`config.mk`:
```
export PLATFORM = sky130hd
export DESIGN_NAME = srk4_ctrl
export DESIGN_NICKNAME = d
export VERILOG_FILES = /design/src/sv/srk4_pkg.sv /design/src/sv/srk4_ctrl.sv
export SDC_FILE = /design/constraint.sdc
export NUM_CORES = 1
export LEC_CHECK = 0
export ABC_AREA = 0
export BUFFER_PORTS_ARGS = -buffer_cell sky130_fd_sc_hd__buf_4
export CORE_MARGIN = 5
export CORE_UTILIZATION = 30
export DETAILED_ROUTE_END_ITERATION = 8
export HOLD_SLACK_MARGIN = 0.05
export PLACE_DENSITY = 0.59
export SYNTH_ARGS = -nofsm -noshare
export SYNTH_HDL_FRONTEND = slang
export SYNTH_SLANG_ARGS = --single-unit
export TNS_END_PERCENT = 10
```
`constraint.sdc`:
```
create_clock -name clk -period 2.04 [get_ports clk]
set_clock_uncertainty 0.05 [all_clocks]
set_input_delay 0.51 -clock clk [delete_from_list [all_inputs] [get_ports clk]]
set_output_delay 0.51 -clock clk [all_outputs]
set_load 0.02 [all_outputs]
```
`src/sv/srk4_pkg.sv`:
```
// ----------------------------------------------------------------------------
// srk4_pkg
// types, constants and saturating helpers of the shooting solver
// ----------------------------------------------------------------------------
`default_nettype none

package srk4_pkg;

  localparam int MAX_STEPS = 32;
  localparam int FRAC_BITS = 16;
  localparam int D6_ITERS  = 4;
  localparam int D6_BITS   = 9;
  localparam int DIV_BITS  = 64;

  // register indexes on the config port
  localparam logic [1:0] REG_START_X    = 2'd0;
  localparam logic [1:0] REG_STEP_SIZE  = 2'd1;
  localparam logic [1:0] REG_STEP_COUNT = 2'd2;

  localparam logic signed [65:0] S32_MAX = 66'sd2147483647;
  localparam logic signed [65:0] S32_MIN = -66'sd2147483648;

  typedef enum logic [1:0] {
    PASS_A,
    PASS_B,
    PASS_C
  } pass_t;

  typedef enum logic [3:0] {
    OP_NONE,
    OP_LATCH,
    OP_INIT,
    OP_MUL,
    OP_UPD,
    OP_D6_LOAD,
    OP_D6_ITER,
    OP_STEP_FIN,
    OP_SAVE_END,
    OP_SEC_MUL,
    OP_DIV_GO,
    OP_SEC_FIN,
    OP_EMIT_SLOPE,
    OP_EMIT_POINT
  } op_t;

  typedef enum logic [3:0] {
    S_IDLE,
    S_INIT,
    S_MUL,
    S_UPD,
    S_D6_LOAD,
    S_D6_ITER,
    S_STEP_FIN,
    S_PASS_END,
    S_SEC_MUL,
    S_DIV_GO,
    S_DIV_WAIT,
    S_SEC_FIN,
    S_EMIT_SLOPE,
    S_EMIT_PT
  } state_t;

  typedef struct packed {
    op_t        op;
    pass_t      pass;
    logic [1:0] stage;
    logic       last;
  } cmd_t;

  typedef struct packed {
    logic out_free;
    logic div_busy;
  } sts_t;

  function automatic logic signed [31:0] sat32(input logic signed [65:0] v);
    if (v > S32_MAX) return 32'sh7fffffff;
    if (v < S32_MIN) return 32'sh80000000;
    return v[31:0];
  endfunction

  function automatic logic signed [31:0] add_sat(input logic signed [31:0] a,
                                                 input logic signed [31:0] b);
    return sat32({{34{a[31]}}, a} + {{34{b[31]}}, b});
  endfunction

  function automatic logic signed [31:0] sub_sat(input logic signed [31:0] a,
                                                 input logic signed [31:0] b);
    return sat32({{34{a[31]}}, a} - {{34{b[31]}}, b});
  endfunction

  function automatic logic signed [31:0] neg_sat(input logic signed [31:0] a);
    return (a == 32'sh80000000) ? 32'sh7fffffff : -a;
  endfunction

  // round half up, floor by 2^FRAC_BITS, saturate
  function automatic logic signed [31:0] rnd_mul(input logic signed [63:0] p);
    logic signed [63:0] t;
    t = p + (64'sd1 <<< (FRAC_BITS - 1));
    t = t >>> FRAC_BITS;
    return sat32({{2{t[63]}}, t});
  endfunction

endpackage

`default_nettype wire

```
`src/sv/srk4_ctrl.sv`:
```
// ----------------------------------------------------------------------------
// srk4_ctrl
// sequencer for the two trial passes, the secant step and the output pass
// ----------------------------------------------------------------------------
`default_nettype none

module srk4_ctrl import srk4_pkg::*; (
  input  logic       clk,
  input  logic       rst_n,
  input  logic       in_valid,
  output logic       in_ready,
  input  logic [5:0] step_count,
  input  sts_t       sts,
  output cmd_t       cmd
);

  localparam logic [5:0] N_MAX   = 6'(MAX_STEPS);
  localparam logic [1:0] D6_LAST = 2'(D6_ITERS - 1);

  state_t     state_r, state_nxt;
  pass_t      pass_r, pass_nxt;
  logic [5:0] i_r, i_nxt;
  logic [1:0] s_r, s_nxt;
  logic [1:0] c_r, c_nxt;
  logic [5:0] n;

  assign n = (step_count > N_MAX) ? N_MAX : step_count;

  // next state and loop counters
  always_comb begin
    state_nxt = state_r;
    pass_nxt  = pass_r;
    i_nxt     = i_r;
    s_nxt     = s_r;
    c_nxt     = c_r;
    unique case (state_r)
      S_IDLE: begin
        if (in_valid) begin
          state_nxt = S_INIT;
          pass_nxt  = PASS_A;
        end
      end
      S_INIT: begin
        i_nxt = '0;
        s_nxt = '0;
        if (pass_r == PASS_C) state_nxt = S_EMIT_PT;
        else if (n == '0) state_nxt = S_PASS_END;
        else state_nxt = S_MUL;
      end
      S_MUL: state_nxt = S_UPD;
      S_UPD: begin
        if (s_r == 2'd3) begin
          state_nxt = S_D6_LOAD;
        end else begin
          s_nxt     = s_r + 2'd1;
          state_nxt = S_MUL;
        end
      end
      S_D6_LOAD: begin
        c_nxt     = '0;
        state_nxt = S_D6_ITER;
      end
      S_D6_ITER: begin
        c_nxt = c_r + 2'd1;
        if (c_r == D6_LAST) state_nxt = S_STEP_FIN;
      end
      S_STEP_FIN: begin
        i_nxt = i_r + 6'd1;
        s_nxt = '0;
        if (pass_r == PASS_C) state_nxt = S_EMIT_PT;
        else if (i_r + 6'd1 == n) state_nxt = S_PASS_END;
        else state_nxt = S_MUL;
      end
      S_PASS_END: begin
        if (pass_r == PASS_A) begin
          pass_nxt  = PASS_B;
          state_nxt = S_INIT;
        end else begin
          state_nxt = S_SEC_MUL;
        end
      end
      S_SEC_MUL:  state_nxt = S_DIV_GO;
      S_DIV_GO:   state_nxt = S_DIV_WAIT;
      S_DIV_WAIT: if (!sts.div_busy) state_nxt = S_SEC_FIN;
      S_SEC_FIN:  state_nxt = S_EMIT_SLOPE;
      S_EMIT_SLOPE: begin
        if (sts.out_free) begin
          pass_nxt  = PASS_C;
          state_nxt = S_INIT;
        end
      end
      S_EMIT_PT: begin
        if (sts.out_free) begin
          if (i_r == n) state_nxt = S_IDLE;
          else state_nxt = S_MUL;
        end
      end
      default: state_nxt = S_IDLE;
    endcase
  end

  // commands to the datapath
  always_comb begin
    cmd.op    = OP_NONE;
    cmd.pass  = pass_r;
    cmd.stage = s_r;
    cmd.last  = (i_r == n);
    in_ready  = 1'b0;
    unique case (state_r)
      S_IDLE: begin
        in_ready = 1'b1;
        if (in_valid) cmd.op = OP_LATCH;
      end
      S_INIT:       cmd.op = OP_INIT;
      S_MUL:        cmd.op = OP_MUL;
      S_UPD:        cmd.op = OP_UPD;
      S_D6_LOAD:    cmd.op = OP_D6_LOAD;
      S_D6_ITER:    cmd.op = OP_D6_ITER;
      S_STEP_FIN:   cmd.op = OP_STEP_FIN;
      S_PASS_END:   cmd.op = OP_SAVE_END;
      S_SEC_MUL:    cmd.op = OP_SEC_MUL;
      S_DIV_GO:     cmd.op = OP_DIV_GO;
      S_DIV_WAIT:   cmd.op = OP_NONE;
      S_SEC_FIN:    cmd.op = OP_SEC_FIN;
      S_EMIT_SLOPE: if (sts.out_free) cmd.op = OP_EMIT_SLOPE;
      S_EMIT_PT:    if (sts.out_free) cmd.op = OP_EMIT_POINT;
      default:      cmd.op = OP_NONE;
    endcase
  end

  always_ff @(posedge clk) begin
    if (!rst_n) begin
      state_r <= S_IDLE;
      pass_r  <= PASS_A;
      i_r     <= '0;
      s_r     <= '0;
      c_r     <= '0;
    end else begin
      state_r <= state_nxt;
      pass_r  <= pass_nxt;
      i_r     <= i_nxt;
      s_r     <= s_nxt;
      c_r     <= c_nxt;
    end
  end

endmodule

`default_nettype wire

```
==> flow_summary.json, run 1 <==
{
  "run_status": "finished clean",
  "p_leak_nw": 0.663,
  "setup_tns_ns": 0,
  "antenna_found_initial": 0,
  "reg2reg_from": "state_r[3]",
  "synthTopCellsByArea": "dfxtp_1 24%, xnor2_1 8.4%, nor2_1 6.1%, a21oi_1 5.2%, o21ai_0 4.8%",
  "worst_hold_slack_ns": 0.430,
  "hold_path_startpoint": "c_r[1]",
  "yosys.cell_types.count": 43,
  "netlist_area_um2": 1360,
  "nets": 226,
  "grt_pass1_wl_mm": 6.22,
  "drt-initial-drc-count": 96,
  "crit_chain": "buf_4, nor4bb_2, a31oi_1, o32ai_2, and3_1, buf_4",
  "area_growth_pct": 27.2,
  "dieArea_um2": 5960,
  "dpl-instance-area_um2": 1640,
  "grt_max_degree": 21,
  "ios": 21,
  "synth_compound_area_share_pct": 21.9,
  "async_flop_share_pct": 0,
  "maxSlewViolCount": 0,
  "synth_top_area_share_pct": 23.6,
  "start_util_pct": 31.1,
  "cts_tree": "done",
  "power_density_nw_per_um2": 489,
  "synth_top_family_by_area": "simple AND/OR/NAND/NOR gates",
  "hold_path_end": "c_r[1]",
  "crit_required_ns": 1.48,
  "chipWidth_um": 77.2,
  "final_cell_area_um2": 1720,
  "ys_ff_latch": 16,
  "max_stage_delay_ns": 0.26,
  "max_slew_margin_pct": 76.2,
  "reg2reg_slack_ns": 0.29,
  "port_buffers": 20,
  "hpwl_mm": 2.75,
  "viasPerCell": 5.23,
  "drive_gt1_share_pct": 25.6,
  "rows": 24,
  "clkSinkCount": 16,
  "fin_crit_ns": 1.99,
  "yosys.area_share.simple_pct": 36.8,
  "ys.flop_type": "dfxtp_1",
  "wl_per_cell_um": 13.6,
  "yosysWarnings": 0,
  "ir_worst_vdd_mv": 0.337,
  "drc_errors": 0,
  "synth_fp_nets": 197,
  "syn_avg_cell_area_um2": 7.40,
  "end_kind": "output port",
  "ys_seq_area_share_pct": 23.6,
  "hp-class": "register to register",
  "h-tree-depth": 1,
  "p_total_w": 0.000844,
  "syn_inst": 183,
  "cts-root-buf": "clkbuf_8",
  "setup_viol": 0,
  "fmax_mhz": 504,
  "drt-total-wl_mm": 3.57,
  "place_congestion": 0.849,
  "synth_top_area_cell": "dfxtp_1",
  "synthTopCellsByCount": "22 x nor2_1, 16 x dfxtp_1, 14 x a21oi_1",
  "synth_edf_count": 0,
  "cp-start-kind": "input pin",
  "yosysMostFrequentCell": "nor2_1",
  "crit_type": "input pin to output port",
  "drt-pass1-iter-count": 4,
  "die_height_um": 77.2,
  "timing.reg2reg.worst_path_depth": 6,
  "clk_pin_slew_worst_paths_ns": 0.06,
  "synth_xor_area_share_pct": 8.40,
  "grt_util_all_layers_pct": 12.3,
  "path_max_fanout": 4,
  "tightest_slew_ns": 0.355,
  "clockBufferDepth": 2,
  "core_um2": 4350,
  "hold_buffers": 0,
  "synth_mux_area_share_pct": 1.48,
  "cp.arrival_ns": 1.43,
  "grt_pass1_vias": 1403,
  "cap_violations": 0,
  "hold_viol_final": 0,
  "n_antenna_cell": 0,
  "cp_slowest_cell": "nor4bb_2",
  "fin_crit_sh_pct": 97.4,
  "whs_path_depth": 2,
  "clock_latency_ns": 0.25,
  "cpMostUsedCell": "buf_4",
  "synth_fa_ha_area_share_pct": 2.77,
  "cp-startpoint": "step_count[0]",
  "vias": 1375,
  "worstReg2RegEnd": "state_r[0]",
  "cts_buffers": 3,
  "grt_overflow_total": 0,
  "rsz0062_at_grt": "true",
  "fillers": 444,
  "ant_nets": 0
}
placed cells by master, fill, tap and decap left out, types with 5 or more instances in the layout:
cell type / count
and3_1: 5
o21ai_1: 6
nand3_1: 11
buf_4: 34
nor2b_1: 7
nor2_1: 22
o21ai_0: 12
nand2_1: 8
dfxtp_1: 11
a21oi_1: 14
xnor2_1: 13
critical path, delay by kind of cell:
kind / cells / cell delay, ns
AOI/OAI and AO/OA: 2 / 0.18
buffers and inverters: 2 / 0.26
and+or+nand+nor: 2 / 0.47
sequential cells by signal, summed over array words and instances, names as in the netlist:
name / count
i_r: 6
pass_r: 2
c_r: 2
s_r: 2
state_r: 4
area by class of cell:
cell class	instances	area (µm²)	share of cell area, %
clock buffers	4	55.1	3.19
inverters	3	11.3	0.653
multi-input cells	153	983	57.0
flip-flops and latches	16	334	19.4
well taps	52	65.1	3.77
repair buffers	35	275	16.0
power breakdown:
part | internal, W | total (W) | switching, W
Clock | 0.000171 | 0.000288 | 0.000117
Sequential | 0.000317 | 0.000330 | 0.0000132
Combinational | 0.000104 | 0.000225 | 0.000122
cells by family (layout without fill, tap and decap cells):
family	after synthesis	count (layout)
xor+xnor	13	13
mux	2	2
fa+ha+maj	3	3
buf+inv	14	42
compound gates	50	50
flops	16	16
simple gates	85	85
what timing repair did:
| item | 4_1_cts | 5_1_grt |
|---|---|---|
| setup endpoints to repair | 3 | 4 |
| resized for setup | 3 | 9 |
| pin swaps | 1 | 3 |
| buffers inserted | 0 | 0 |
worst max path at each step:
stage                         to  slack, ns  cells past startpoint
after CTS                 cmd[0]     -0.004                      6
after detailed placement  cmd[0]      0.005                      6
final                     cmd[0]       0.05                      6
after floorplan           cmd[0]       0.25                      5
after global routing      cmd[0]      -0.04                      5
after global placement    cmd[0]       0.04                      6
stage by stage:
stage / utilization [%] / setup slack [ns] / std cells
after floorplan: - / 0.247 / 183
after global routing: 39.6 / -0.0390 / 263
after global placement: 37.6 / 0.0421 / 259
final: 39.6 / 0.0539 / 263
after CTS: 39.0 / -0.00449 / 263
after detailed placement: 37.6 / 0.00543 / 259
per-layer routing:
metal | share of wire (%) | vias to the layer above | track usage (%) | wire length, µm
met5 | 0 | - | 0 | 0
met4 | 1.7 | 0 | 3.61 | 59
met3 | 2.5 | 4 | 2.69 | 91
met2 | 46 | 21 | 19.5 | 1640
met1 | 50 | 634 | 16.6 | 1780
li1 | - | 716 | - | -
(Power assumes the default switching activity.)
==> inputs of run 2 (changes only) <==
==> constraint.sdc (replaced) <==
create_clock -name clk -period 2.4 [get_ports clk]
set_clock_uncertainty 0.05 [all_clocks]
set_input_delay 0.6 -clock clk [delete_from_list [all_inputs] [get_ports clk]]
set_output_delay 0.6 -clock clk [all_outputs]
set_load 0.02 [all_outputs]
==> flow_summary.json, run 2 (synthesis results as in run 1) <==
{
  "run_status": "finished clean",
  "cap_violations": 0,
  "port_buffers": 20,
  "hold_viol_final": 0,
  "start_util_pct": 31.1,
  "core_um2": 4350,
  "largest-register": "i_r",
  "hp-class": "register to register",
  "end_kind": "output port",
  "tightest_slew_ns": 0.531,
  "grt_pass1_wl_mm": 5.87,
  "drt-initial-drc-count": 79,
  "p_total_w": 0.000717,
  "reg2reg_slack_ns": 0.54,
  "setup_tns_ns": 0,
  "antenna_found_initial": 0,
  "reg2reg_from": "state_r[3]",
  "wl_per_cell_um": 13.1,
  "whs_path_depth": 2,
  "hold_buffers": 0,
  "chipWidth_um": 77.2,
  "drt-pass1-iter-count": 4,
  "grt_util_all_layers_pct": 11.5,
  "clk_pin_slew_worst_paths_ns": 0.07,
  "cts_setup_buffers": 0,
  "maxSlewViolCount": 0,
  "crit_type": "register to output port",
  "cts-root-buf": "clkbuf_8",
  "die_height_um": 77.2,
  "crit_required_ns": 1.75,
  "setup_viol": 0,
  "ctsResizeCount": 0,
  "cts_buffers": 3,
  "place_congestion": 0.892,
  "hold_path_end": "c_r[1]",
  "fmax_mhz": 452,
  "cts_tree": "done",
  "clkSinkCount": 16,
  "drc_errors": 0,
  "clock_latency_ns": 0.25,
  "worst_hold_slack_ns": 0.437,
  "hold_path_startpoint": "c_r[1]",
  "final_cell_mix": "28 x buf_4, 22 x nor2_1, 16 x dfxtp_1, 14 x a21oi_1",
  "top_regs": "i_r (6), state_r (4)",
  "fin_crit_ns": 2.21,
  "ios": 21,
  "power_density_nw_per_um2": 440,
  "largest_register_ffs": 6,
  "timing.reg2reg.worst_path_depth": 6,
  "ant_nets": 0,
  "worstReg2RegEnd": "state_r[0]",
  "path_max_fanout": 8,
  "rsz0062_at_grt": "false",
  "h-tree-depth": 1,
  "grt_max_degree": 18,
  "cp.arrival_ns": 1.56,
  "grt_overflow_total": 0,
  "grt_pass1_vias": 1307,
  "final_common_cell": "buf_4",
  "p_leak_nw": 0.620,
  "cp-start-kind": "register",
  "hpwl_mm": 2.61,
  "viasPerCell": 5.25,
  "ir_worst_vdd_mv": 0.217,
  "max_slew_margin_pct": 64.6,
  "area_growth_pct": 20.2,
  "drive_gt1_share_pct": 19.1,
  "vias": 1344,
  "fin_crit_sh_pct": 92.3,
  "n_antenna_cell": 0,
  "drt-total-wl_mm": 3.35,
  "rows": 24,
  "nets": 219,
  "clockBufferDepth": 2,
  "dieArea_um2": 5960
}
==> run 2: changes by cell type in the layout (fill, tap and decap cells not counted), sizes merged <==
cell,change
buf,-7
==> run 2: worst max path at each step <==
stage / to / from / slack [ns] / cells after the start
CTS: cmd[0] / i_r[2] / 0.19 / 5
finish: cmd[0] / i_r[2] / 0.19 / 5
global placement: cmd[0] / step_count[0] / 0.21 / 6
global route: cmd[0] / i_r[2] / 0.03 / 5
detailed placement: cmd[0] / step_count[0] / 0.21 / 6
floorplan: cmd[0] / step_count[5] / 0.43 / 5
==> run 2: report_power, final <==
part           switching [W]  internal, W  total [W]
Combinational       0.000102    0.0000838   0.000186
Sequential         0.0000128     0.000270   0.000283
Clock               0.000102     0.000146   0.000248
Total               0.000217     0.000500   0.000717
==> run 2: metal layers <==
metal / part of all wire [%] / track usage (%)
met5: 0 / 0
met4: 2.8 / 4.64
met3: 1.3 / 1.41
met2: 44 / 17.9
met1: 52 / 15.8
==> run 2: per-stage QoR <==
step / cells / setup slack (ns) / cell area (µm²) / util (%)
floorplan: 183 / 0.427 / 1360 / -
global placement: 252 / 0.214 / 1570 / 36.1
detailed placement: 252 / 0.206 / 1570 / 36.1
CTS: 256 / 0.189 / 1630 / 37.4
global route: 256 / 0.0328 / 1630 / 37.4
finish: 256 / 0.186 / 1630 / 37.4
==> run 2: area by class of cell <==
cell class,instances,area [µm²]
clock buffer,4,55.1
sequential,16,320
multi-input combinational,153,967
tap,52,65.1
inverter,3,11.3
fill,453,2730
timing repair buffer,28,210
==> run 2: worst max-delay path: stages (launching register included) <==
cell      delay, ns
dfxtp_1        0.49
nor4bb_1       0.25
a31oi_1        0.07
o32ai_1        0.15
and3_1         0.21
buf_4          0.14
==> inputs of run 3 (changes only) <==
--- a/config.mk
+++ b/config.mk
@@ -12,6 +12,7 @@
 export DETAILED_ROUTE_END_ITERATION = 8
 export HOLD_SLACK_MARGIN = 0.05
 export PLACE_DENSITY = 0.59
+export REMOVE_ABC_BUFFERS = 1
 export SYNTH_ARGS = -nofsm -noshare
 export SYNTH_HDL_FRONTEND = slang
 export SYNTH_SLANG_ARGS = --single-unit
==> flow_summary.json, run 3 (synthesis results as in run 1) <==
{
  "ios": 21,
  "clock_latency_ns": 0.25,
  "drc_errors": 0,
  "multi_input_area_um2": 967,
  "maxSlewViolCount": 0,
  "ff_latch_area_um2": 322,
  "drt-initial-drc-count": 111,
  "drt-pass1-iter-count": 5,
  "ir_worst_vdd_mv": 0.329,
  "vias": 1378,
  "cts_buffers": 3,
  "rows": 24,
  "path_max_fanout": 8,
  "hold_viol_final": 0,
  "dpl-instance-area_um2": 1560,
  "place_ws_ns": 0.207,
  "grt_overflow_total": 0,
  "fmax_mhz": 447,
  "dieArea_um2": 5960,
  "top_regs": "i_r (6), state_r (4)",
  "hold_path_startpoint": "c_r[1]",
  "setup_viol": 0,
  "clkSinkCount": 16,
  "crit_type": "register to output port",
  "grt_util_all_layers_pct": 11.6,
  "cp.arrival_ns": 1.59,
  "final_cell_area_um2": 1620,
  "antenna_found_initial": 0,
  "clk_pin_slew_worst_paths_ns": 0.06,
  "run_status": "finished clean",
  "fin_ws_ns": 0.165,
  "crit_required_ns": 1.75,
  "rsz0062_at_grt": "false",
  "grt_pass1_wl_mm": 5.86,
  "cts-root-buf": "clkbuf_8",
  "ant_nets": 0,
  "cts_setup_buffers": 0,
  "grt_max_degree": 23,
  "final_cell_mix": "26 x buf_4, 22 x nor2_1, 15 x dfxtp_1, 14 x a21oi_1",
  "place_congestion": 0.821,
  "port_buffers": 20,
  "largest_register_ffs": 6,
  "start_util_pct": 31.1,
  "nets": 217,
  "h-tree-depth": 1,
  "chipWidth_um": 77.2,
  "max_slew_margin_pct": 62.3,
  "fin_crit_sh_pct": 93.1,
  "wl_per_cell_um": 13.2,
  "drt-total-wl_mm": 3.36,
  "hp-class": "register to register",
  "reg2reg_from": "state_r[2]",
  "clockBufferDepth": 2,
  "area_growth_pct": 19.2,
  "cp-startpoint": "i_r[2]",
  "viasPerCell": 5.43,
  "power_density_nw_per_um2": 436,
  "cts_tree": "done",
  "setup_tns_ns": 0,
  "p_leak_nw": 0.610,
  "fillers": 461,
  "hpwl_mm": 2.54,
  "cp-start-kind": "register",
  "core_um2": 4350,
  "grt_pass1_vias": 1254,
  "fin_crit_ns": 2.24,
  "tightest_slew_ns": 0.565,
  "drive_gt1_share_pct": 18.8,
  "end_kind": "output port",
  "final_common_cell": "buf_4",
  "largest-register": "i_r",
  "die_height_um": 77.2,
  "n_antenna_cell": 0,
  "cap_violations": 0
}
[run 3: per-stage QoR]
step | total power (W) | instances | hold slack [ns] | utilization (%)
final | 0.000705 | 254 | 0.430 | 37.1
after global routing | 0.000746 | 254 | 0.454 | 37.1
after CTS | 0.000712 | 254 | 0.435 | 37.1
after detailed placement | 0.000470 | 250 | 0.425 | 35.8
after global placement | 0.000472 | 250 | 0.420 | 35.8
after floorplan | 0.000393 | 172 | 0.403 | -
[run 3: worst paths after layout]
| kind | end | slack [ns] | cells past startpoint |
|---|---|---|---|
| worst max register to register | state_r[0] | 0.53 | 5 |
| worst max-delay path | cmd[0] | 0.16 | 5 |
| worst min-delay path | c_r[1] | 0.43 | 2 |
| worst min register to register | c_r[1] | 0.43 | 2 |
[run 3: final cells by class]
cell class,count,area share [%]
Timing Repair Buffer,26,12.1
Tap cell,52,4.03
Multi-Input combinational cell,153,59.9
Clock buffer,4,3.41
Inverter,3,0.697
Sequential cell,16,19.9
[run 3: timing repair]
| item | 4_1_cts | 5_1_grt |
|---|---|---|
| hold buffers | 0 | 0 |
| setup endpoints to repair | 0 | 2 |
| resized for setup | 0 | 1 |
[run 3: critical path, cell delays in order, from the launching register on]
cell	delay, ns
dfxtp_1	0.50
nor4bb_1	0.26
a31oi_1	0.06
o32ai_1	0.14
and3_1	0.23
buf_4	0.15
[run 3: power by group]
group | total (W) | switching (W) | internal [W]
clock | 0.000239 | 0.0000939 | 0.000146
sequential | 0.000282 | 0.0000111 | 0.000271
combinational | 0.000184 | 0.000102 | 0.0000812
total | 0.000705 | 0.000207 | 0.000497
[run 3: per-layer routing]
metal | part of all wire, % | track usage [%]
met5 | 0 | 0
met4 | 1.3 | 4.30
met2 | 47 | 17.1
met1 | 48 | 15.8
met3 | 3.4 | 3.28
